### config.mk
export PLATFORM = sky130hd
export DESIGN_NAME = three_way_range_scan_sequencer
export DESIGN_NICKNAME = d
export VERILOG_FILES = /design/src/rtl/trss_pkg.sv /design/src/rtl/three_way_range_scan_sequencer.sv /design/src/rtl/trss_front.sv /design/src/rtl/trss_queue.sv /design/src/rtl/trss_back.sv
export SDC_FILE = /design/constraint.sdc
export NUM_CORES = 1
export LEC_CHECK = 0
export BUFFER_PORTS_ARGS = -buffer_cell sky130_fd_sc_hd__buf_2
export CAP_MARGIN = 20
export CORE_MARGIN = 2
export CORE_UTILIZATION = 35
export DETAILED_ROUTE_END_ITERATION = 6
export GPL_ROUTABILITY_DRIVEN = 0
export PLACE_DENSITY = 0.63
export SYNTH_ARGS = -nofsm -noshare
export SYNTH_HDL_FRONTEND = slang
export SYNTH_SLANG_ARGS = --single-unit
### constraint.sdc
create_clock -name clk -period 5.6 [get_ports clk]
set_clock_uncertainty 0.05 [all_clocks]
set_input_delay 1.4 -clock clk [delete_from_list [all_inputs] [get_ports clk]]
set_output_delay 1.4 -clock clk [all_outputs]
set_load 0.02 [all_outputs]
### src/rtl/trss_pkg.sv
// Shared types and constants for the three-way range scan sequencer.
package trss_pkg;

	localparam int unsigned DIST_W = 16;
	localparam int unsigned COUNT_W = 16;

	localparam logic [COUNT_W-1:0] SETTLE_TICKS_RST = 16'd300;
	localparam logic [DIST_W-1:0] MAX_DISTANCE_RST = 16'd6400;
	localparam logic [COUNT_W-1:0] COUNT_MAX = 16'hFFFF;

	// configuration register indexes
	typedef enum logic {
		CFG_SETTLE_TICKS = 1'b0,
		CFG_MAX_DISTANCE = 1'b1
	} cfg_index_t;

	// scanner aim codes
	localparam logic [1:0] AIM_LEFT = 2'd0;
	localparam logic [1:0] AIM_FRONT = 2'd1;
	localparam logic [1:0] AIM_RIGHT = 2'd2;

	// reported phase codes
	localparam logic [2:0] PHASE_IDLE = 3'd0;
	localparam logic [2:0] PHASE_LEFT = 3'd1;
	localparam logic [2:0] PHASE_FRONT = 3'd2;
	localparam logic [2:0] PHASE_RIGHT = 3'd3;
	localparam logic [2:0] PHASE_DONE = 3'd4;

	// best direction codes
	localparam logic [1:0] DIR_NONE = 2'd0;
	localparam logic [1:0] DIR_FRONT = 2'd1;
	localparam logic [1:0] DIR_LEFT = 2'd2;
	localparam logic [1:0] DIR_RIGHT = 2'd3;

	typedef enum logic {
		OP_TICK = 1'b0,
		OP_START = 1'b1
	} op_t;

	typedef enum logic [4:0] {
		ST_IDLE = 5'b00001,
		ST_LEFT = 5'b00010,
		ST_FRONT = 5'b00100,
		ST_RIGHT = 5'b01000,
		ST_DONE = 5'b10000
	} phase_t;

	typedef struct packed {
		logic req_type;
		logic [DIST_W-1:0] distance_reading;
		logic reading_failed;
	} trss_in_t;

	typedef struct packed {
		logic [1:0] servo_position;
		logic [2:0] scan_phase;
		logic scanning;
		logic scan_complete;
		logic sample_taken;
		logic [DIST_W-1:0] left_distance;
		logic [DIST_W-1:0] front_distance;
		logic [DIST_W-1:0] right_distance;
		logic [1:0] best_direction;
	} trss_out_t;

	// classified command passed from front to back
	typedef struct packed {
		op_t op;
		logic [DIST_W-1:0] value;
	} trss_cmd_t;

endpackage

### src/rtl/three_way_range_scan_sequencer.sv
// Top level of the three-way range scan sequencer.
// Steps a range sensor through left, front and right: a start transfer begins a scan, each
// tick transfer advances the settle counter and, once settle_ticks is reached, stores the
// reading for the current aim and turns to the next one. Every input transfer yields one
// result transfer. The block sustains one transfer per cycle while the output is not stalled;
// a result passes through the front register, a command queue of QUEUE_DEPTH entries and the
// result register. The back end updates its whole state on each accepted command, which sets
// that rate. Configuration registers are written through cfg_we/cfg_index/cfg_data; the user
// must write them only while no transfer is in flight, as the block itself does not enforce this.
module three_way_range_scan_sequencer
	import trss_pkg::*;
#(
	parameter int unsigned QUEUE_DEPTH = 4
) (
	input  logic clk,
	input  logic arst_n,
	input  logic in_valid,
	output logic in_ready,
	input  trss_in_t in_data,
	output logic out_valid,
	input  logic out_ready,
	output trss_out_t out_data,
	input  logic cfg_we,
	input  logic cfg_index,
	input  logic [15:0] cfg_data
);

	logic [COUNT_W-1:0] settle_ticks_q;
	logic [DIST_W-1:0] max_distance_q;
	logic front_valid, front_ready;
	trss_cmd_t front_cmd;
	logic back_valid, back_ready;
	trss_cmd_t back_cmd;

	always_ff @(posedge clk or negedge arst_n) begin
		if (!arst_n) begin
			settle_ticks_q <= SETTLE_TICKS_RST;
			max_distance_q <= MAX_DISTANCE_RST;
		end else if (cfg_we) begin
			unique case (cfg_index_t'(cfg_index))
				CFG_SETTLE_TICKS: settle_ticks_q <= cfg_data;
				CFG_MAX_DISTANCE: max_distance_q <= cfg_data;
				default: ;
			endcase
		end
	end

	trss_front u_front (
		.clk          (clk),
		.arst_n       (arst_n),
		.in_valid     (in_valid),
		.in_ready     (in_ready),
		.in_data      (in_data),
		.max_distance (max_distance_q),
		.cmd_valid    (front_valid),
		.cmd_ready    (front_ready),
		.cmd          (front_cmd)
	);

	trss_queue #(
		.DEPTH (QUEUE_DEPTH)
	) u_queue (
		.clk        (clk),
		.arst_n     (arst_n),
		.push_valid (front_valid),
		.push_ready (front_ready),
		.push_cmd   (front_cmd),
		.pop_valid  (back_valid),
		.pop_ready  (back_ready),
		.pop_cmd    (back_cmd)
	);

	trss_back u_back (
		.clk          (clk),
		.arst_n       (arst_n),
		.cmd_valid    (back_valid),
		.cmd_ready    (back_ready),
		.cmd          (back_cmd),
		.settle_ticks (settle_ticks_q),
		.out_valid    (out_valid),
		.out_ready    (out_ready),
		.out_data     (out_data)
	);

endmodule

### src/rtl/trss_front.sv
// Front end: accepts input transfers, classifies them and resolves failed readings.
module trss_front
	import trss_pkg::*;
(
	input  logic clk,
	input  logic arst_n,
	input  logic in_valid,
	output logic in_ready,
	input  trss_in_t in_data,
	input  logic [DIST_W-1:0] max_distance,
	output logic cmd_valid,
	input  logic cmd_ready,
	output trss_cmd_t cmd
);

	logic cmd_valid_s1;
	trss_cmd_t cmd_s1;
	trss_cmd_t cmd_next;

	assign in_ready = !cmd_valid_s1 || cmd_ready;

	always_comb begin
		cmd_next.op = in_data.req_type ? OP_START : OP_TICK;
		cmd_next.value = in_data.reading_failed ? max_distance : in_data.distance_reading;
	end

	always_ff @(posedge clk or negedge arst_n) begin
		if (!arst_n) begin
			cmd_valid_s1 <= 1'b0;
		end else if (in_valid && in_ready) begin
			cmd_valid_s1 <= 1'b1;
		end else if (cmd_ready) begin
			cmd_valid_s1 <= 1'b0;
		end
	end

	always_ff @(posedge clk) begin
		if (in_valid && in_ready) begin
			cmd_s1 <= cmd_next;
		end
	end

	assign cmd_valid = cmd_valid_s1;
	assign cmd = cmd_s1;

endmodule

### src/rtl/trss_queue.sv
// Short command queue between the front end and the sequencer back end.
module trss_queue
	import trss_pkg::*;
#(
	parameter int unsigned DEPTH = 4
) (
	input  logic clk,
	input  logic arst_n,
	input  logic push_valid,
	output logic push_ready,
	input  trss_cmd_t push_cmd,
	output logic pop_valid,
	input  logic pop_ready,
	output trss_cmd_t pop_cmd
);

	localparam int unsigned PTR_W = (DEPTH > 1) ? $clog2(DEPTH) : 1;
	localparam int unsigned CNT_W = $clog2(DEPTH + 1);

	trss_cmd_t entry_q [DEPTH];
	logic [PTR_W-1:0] wr_ptr_q;
	logic [PTR_W-1:0] rd_ptr_q;
	logic [CNT_W-1:0] count_q;
	logic do_push;
	logic do_pop;

	assign push_ready = (count_q != CNT_W'(DEPTH));
	assign pop_valid = (count_q != '0);
	assign do_push = push_valid && push_ready;
	assign do_pop = pop_valid && pop_ready;
	assign pop_cmd = entry_q[rd_ptr_q];

	always_ff @(posedge clk or negedge arst_n) begin
		if (!arst_n) begin
			wr_ptr_q <= '0;
			rd_ptr_q <= '0;
			count_q <= '0;
		end else begin
			if (do_push) begin
				wr_ptr_q <= (wr_ptr_q == PTR_W'(DEPTH - 1)) ? '0 : wr_ptr_q + 1'b1;
			end
			if (do_pop) begin
				rd_ptr_q <= (rd_ptr_q == PTR_W'(DEPTH - 1)) ? '0 : rd_ptr_q + 1'b1;
			end
			if (do_push && !do_pop) begin
				count_q <= count_q + 1'b1;
			end else if (do_pop && !do_push) begin
				count_q <= count_q - 1'b1;
			end
		end
	end

	always_ff @(posedge clk) begin
		if (do_push) begin
			entry_q[wr_ptr_q] <= push_cmd;
		end
	end

endmodule

### src/rtl/trss_back.sv
// Back end: scan state machine, settle counter, stored distances and result register.
module trss_back
	import trss_pkg::*;
(
	input  logic clk,
	input  logic arst_n,
	input  logic cmd_valid,
	output logic cmd_ready,
	input  trss_cmd_t cmd,
	input  logic [COUNT_W-1:0] settle_ticks,
	output logic out_valid,
	input  logic out_ready,
	output trss_out_t out_data
);

	phase_t phase_q, phase_d;
	logic [COUNT_W-1:0] count_q, count_d, count_inc;
	logic [1:0] aim_q, aim_d;
	logic [DIST_W-1:0] left_q, left_d;
	logic [DIST_W-1:0] front_q, front_d;
	logic [DIST_W-1:0] right_q, right_d;
	logic in_scan;
	logic sampled;
	logic pop;
	logic out_valid_q;
	trss_out_t out_q, out_next;

	assign cmd_ready = !out_valid_q || out_ready;
	assign pop = cmd_valid && cmd_ready;
	assign in_scan = (phase_q == ST_LEFT) || (phase_q == ST_FRONT) || (phase_q == ST_RIGHT);
	assign count_inc = (count_q == COUNT_MAX) ? count_q : count_q + 1'b1;

	always_comb begin
		phase_d = phase_q;
		count_d = count_q;
		aim_d = aim_q;
		left_d = left_q;
		front_d = front_q;
		right_d = right_q;
		sampled = 1'b0;
		if (cmd.op == OP_START) begin
			if (!in_scan) begin
				left_d = '0;
				front_d = '0;
				right_d = '0;
				aim_d = AIM_LEFT;
				phase_d = ST_LEFT;
				count_d = '0;
			end
		end else if (in_scan) begin
			count_d = count_inc;
			if (count_inc >= settle_ticks) begin
				sampled = 1'b1;
				count_d = '0;
				priority case (phase_q)
					ST_LEFT: begin
						left_d = cmd.value;
						aim_d = AIM_FRONT;
						phase_d = ST_FRONT;
					end
					ST_FRONT: begin
						front_d = cmd.value;
						aim_d = AIM_RIGHT;
						phase_d = ST_RIGHT;
					end
					default: begin
						right_d = cmd.value;
						aim_d = AIM_FRONT;
						phase_d = ST_DONE;
					end
				endcase
			end
		end
	end

	always_comb begin
		out_next.servo_position = aim_d;
		out_next.sample_taken = sampled;
		out_next.left_distance = left_d;
		out_next.front_distance = front_d;
		out_next.right_distance = right_d;
		out_next.scanning = (phase_d == ST_LEFT) || (phase_d == ST_FRONT)
			|| (phase_d == ST_RIGHT);
		out_next.scan_complete = (phase_d == ST_DONE);
		unique case (phase_d)
			ST_IDLE:  out_next.scan_phase = PHASE_IDLE;
			ST_LEFT:  out_next.scan_phase = PHASE_LEFT;
			ST_FRONT: out_next.scan_phase = PHASE_FRONT;
			ST_RIGHT: out_next.scan_phase = PHASE_RIGHT;
			ST_DONE:  out_next.scan_phase = PHASE_DONE;
			default:  out_next.scan_phase = PHASE_IDLE;
		endcase
		// preference on ties: front, then left, then right
		if (phase_d != ST_DONE) begin
			out_next.best_direction = DIR_NONE;
		end else if (front_d >= left_d && front_d >= right_d) begin
			out_next.best_direction = DIR_FRONT;
		end else if (left_d >= right_d) begin
			out_next.best_direction = DIR_LEFT;
		end else begin
			out_next.best_direction = DIR_RIGHT;
		end
	end

	always_ff @(posedge clk or negedge arst_n) begin
		if (!arst_n) begin
			phase_q <= ST_IDLE;
			count_q <= '0;
			aim_q <= AIM_FRONT;
			left_q <= '0;
			front_q <= '0;
			right_q <= '0;
			out_valid_q <= 1'b0;
		end else begin
			if (pop) begin
				phase_q <= phase_d;
				count_q <= count_d;
				aim_q <= aim_d;
				left_q <= left_d;
				front_q <= front_d;
				right_q <= right_d;
				out_valid_q <= 1'b1;
			end else if (out_ready) begin
				out_valid_q <= 1'b0;
			end
		end
	end

	always_ff @(posedge clk) begin
		if (pop) begin
			out_q <= out_next;
		end
	end

	assign out_valid = out_valid_q;
	assign out_data = out_q;

endmodule

==> run_results.csv <==
group,metric,value,unit
clock_network,clock-sinks,255,
synthesis,async_reset_ff_frac,0.439,
setup_path,cp-end-kind,"flip-flop",
setup_path,r2r_start,"u_back.count_q[6]",
setup_path,cp_slowest_stage_delay,360,ps
min_path,hold_class,"flip-flop to flip-flop",
floorplanning,dieArea,0.0371,mm2
synthesis,yosysUniqueCellTypes,77,
cells_and_area,instances_no_fill,1728,
pwr,power_switching_share,0.365,
pwr,intPower,0.00466,W
grt,grt.overflow.total,0,
setup_path,crit_fanout,7,
synthesis,syn_nets,1185,
floorplanning,num_rows,69,
timing,worstMarginPinSlew,900,ps
floorplanning,initial_core_util,0.352,
pwr,clkPwrFrac,0.263,
clock_network,h-tree-depth,1,
pwr,pwr-share-seq,0.372,
cells_and_area,layout-drive-gt1-share,0.274,
clock_network,numCtsBuffers,27,
routing,drt_iter0_drc,685,
synthesis,ys_ff_latch,255,
setup_path,critPathSlowestCell,"a211o_1",
pwr,power.switching,0.00268,W
timing,holdWs,424,ps
setup_path,crit_path_start_kind,"flip-flop",
cells_and_area,fin_nets,1344,
place,portBuffers,99,
timing,fmax,179,MHz
synthesis,yosysSeqAreaShare,0.571,
synthesis,synth_edf_count,143,
pwr,power.density,485,mW/mm2
floorplanning,top_level_ports,100,
floorplanning,dieHeight,193,um
cells_and_area,syn2layout_area_growth,21.5,%
floorplanning,core,0.0353,mm2
timing,fin_crit_sh,0.997,
timing,rsz0062_at_grt,"yes",
routing,remaining_drc_errors,0,
place,dp.cells,1654,
synthesis,synth.cell_area,0.0124,mm2
min_path,hold_start,"u_back.aim_q[0]",
place,hpwlAfterDp,21300,um
clock_network,clk_path_buf_depth,3,
synthesis,ys.flop_type,"edfxtp_1",
routing,drt_first_pass_iters,5,
synthesis,syn_avg_cell_area,11.5,um2
synthesis,ys.warnings.count,0,
clock_network,clk_pin_slew,70,ps
grt,grt_pass1_wl,48000,um
timing,finalCriticalPeriod,5580,ps
clock_network,cts_tree,"built",
grt,grt_max_degree,88,
timing,finalSetupViolCount,0,
min_path,hold_depth,2,
pwr,power_frac_comb,0.366,
place,pre_cts_slack,29.8,ps
pwr,p_leak,6.40,nW
synthesis,netlist_instances,1086,
floorplanning,dieWidth,193,um
setup_path,arrival,5820,ps
routing,vias,8873,
clock_network,root_buffer,"clkbuf_16",
min_path,hold_end,"u_back.aim_q[0]",
timing,finalHoldViolCount,0,
timing,maxSlewViolCount,0,
grt,grt_pass1_vias,8616,
pwr,ir_worst_vdd,0.000286,V
setup_path,r2r_cells,28,
timing,slew_headroom,0.400,
routing,antenna_left,0,
timing,setup_ws,18.9,ps
routing,wl_per_cell,17.7,um
routing,avgViaCountPerCell,5.13,
clock_network,hold_buffers,0,
status,outcome,"complete, no violations",
grt,antenna_found_initial,1,
clock_network,clkLatencyLatePin,540,ps
setup_path,criticalPathCategory,"flip-flop to flip-flop",
job,maxCapViolCount,0,
setup_path,worstPathRequired,5840,ps
routing,drt-total-wl,30500,um
grt,grtUsageTotal,0.166,
setup_path,r2r-end,"u_back.out_data[0]",
setup_path,r2r_setup_slack,20,ps
-- state kept, by name, indices dropped and copies added (netlist names), 5 cells and up --
| signal | cells |
|---|---|
| u_front.cmd | 17 |
| u_back.out_data | 58 |
| u_back.right_q | 16 |
| u_back.phase_q | 5 |
| u_back.left_q | 16 |
| max_distance_q | 16 |
| u_queue.entry_q | 68 |
| u_back.count_q | 16 |
| u_back.front_q | 16 |
| settle_ticks_q | 16 |
-- final cells by class --
cell class	instances	area, um2
Antenna cell	1	2.50
Clock buffer	30	687
Clock inverter	20	273
Fill cell	3293	20200
Inverter	65	245
Multi-Input combinational cell	720	5130
Sequential cell	255	7110
Tap cell	461	577
Timing Repair Buffer	176	1100
-- power groups by stage --
stage	Sequential, W	Combinational, W	Clock (W)
finish	0.00273	0.00268	0.00193
global route	0.00278	0.00296	0.00204
CTS	0.00273	0.00258	0.00196
detailed placement	0.00276	0.00257	0
global placement	0.00275	0.00254	0
floorplan	0.00289	0.00157	0
-- how the worst max path moves through the flow --
stage                           start                 end  slack (ps)  cells past startpoint
floorplan           u_back.count_q[3]  u_back.out_data[0]          40                     29
global placement    u_back.count_q[6]  u_back.out_data[0]         100                     27
detailed placement  u_back.count_q[6]  u_back.out_data[0]          30                     27
CTS                 u_back.count_q[6]  u_back.out_data[0]          10                     27
global route        u_back.count_q[4]  u_back.out_data[0]        -240                     28
finish              u_back.count_q[6]  u_back.out_data[0]          20                     28
-- cell families after synthesis --
| group | count (synthesis) | share of synthesized area |
|---|---|---|
| xor+xnor | 18 | 0.0127 |
| fa+ha+maj | 60 | 0.0607 |
| flops | 255 | 0.571 |
| mux | 72 | 0.0781 |
| buf+inv | 112 | 0.0359 |
| compound gates | 229 | 0.117 |
| simple gates | 340 | 0.124 |
-- cell usage after synthesis (4+ instances only) --
cell type	n	area share
dfrtp_1	103	0.21
nand4_1	6	0.0030
nor3_1	14	0.0056
mux4_2	15	0.027
o221ai_1	5	0.0035
xnor2_1	11	0.0077
xor2_1	7	0.0049
ha_1	58	0.058
a31oi_1	8	0.0040
mux2_2	38	0.034
a21oi_1	53	0.021
edfxtp_1	143	0.35
nor2b_1	9	0.0045
nand3_1	17	0.0068
nor2_1	44	0.013
o21a_1	5	0.0030
o31ai_1	9	0.0054
and3_1	13	0.0065
o21ai_0	94	0.038
a21o_1	10	0.0060
and2_1	9	0.0045
dfstp_2	9	0.019
nand2_1	195	0.059
and4_1	5	0.0035
mux2i_1	17	0.014
clkbuf_1	37	0.011
nand2b_1	7	0.0035
a22o_1	6	0.0042
inv_1	62	0.019
buf_4	4	0.0024
nor4_1	4	0.0020
a21boi_0	5	0.0030
-- per-layer routing --
| metal | GRT usage | vias up | part of all wire | routed length, um |
|---|---|---|---|---|
| met2 | 0.267 | 254 | 0.46 | 14100 |
| li1 | - | 4216 | - | - |
| met1 | 0.232 | 4345 | 0.46 | 14000 |
| met5 | 0 | - | 0 | 0 |
| met4 | 0.0464 | 0 | 0.028 | 863 |
| met3 | 0.0247 | 58 | 0.051 | 1570 |
-- per-stage QoR --
step,util,area (um2),total power (W),TNS (ps)
floorplan,-,12500,0.00446,0
global placement,0.390,13800,0.00529,0
detailed placement,0.390,13800,0.00533,0
CTS,0.417,14700,0.00728,0
global route,0.428,15100,0.00777,-368
finish,0.428,15100,0.00734,0
-- timing repair --
action / 4_1_cts / 5_1_grt
endpoints found under the setup margin: 0 / 2
setup buffers: 0 / 22
gates resized for setup: 0 / 50
-- critical path, delay by kind of cell, from the launching register on --
kind | cells | cell delay (ps)
buffers and inverters | 3 | 480
DFF | 1 | 350
muxes | 1 | 180
adders and majority gates | 2 | 490
AOI/OAI and AO/OA | 6 | 1040
and+or+nand+nor | 15 | 2550
xor gates and xnor gates | 1 | 150
-- placed cells by master (no fill, tap or decap), types with 7 or more instances in the layout --
cell / n
inv_1: 62
a21oi_1: 44
buf_2: 98
and2_1: 9
buf_4: 75
clkinv_2: 8
ha_1: 56
nor2_1: 39
xnor2_1: 10
and3_1: 9
nand2_1: 194
mux2i_1: 16
o31ai_1: 9
mux4_2: 15
mux2_2: 38
nand3_1: 15
nor3_1: 12
a31oi_1: 7
dfrtp_1: 103
edfxtp_1: 143
dfstp_2: 9
o21ai_0: 88
a21oi_2: 8
a21o_1: 9
clkbuf_16: 27
nor2b_1: 9
No activity file was read; power rests on OpenSTA's default activity.
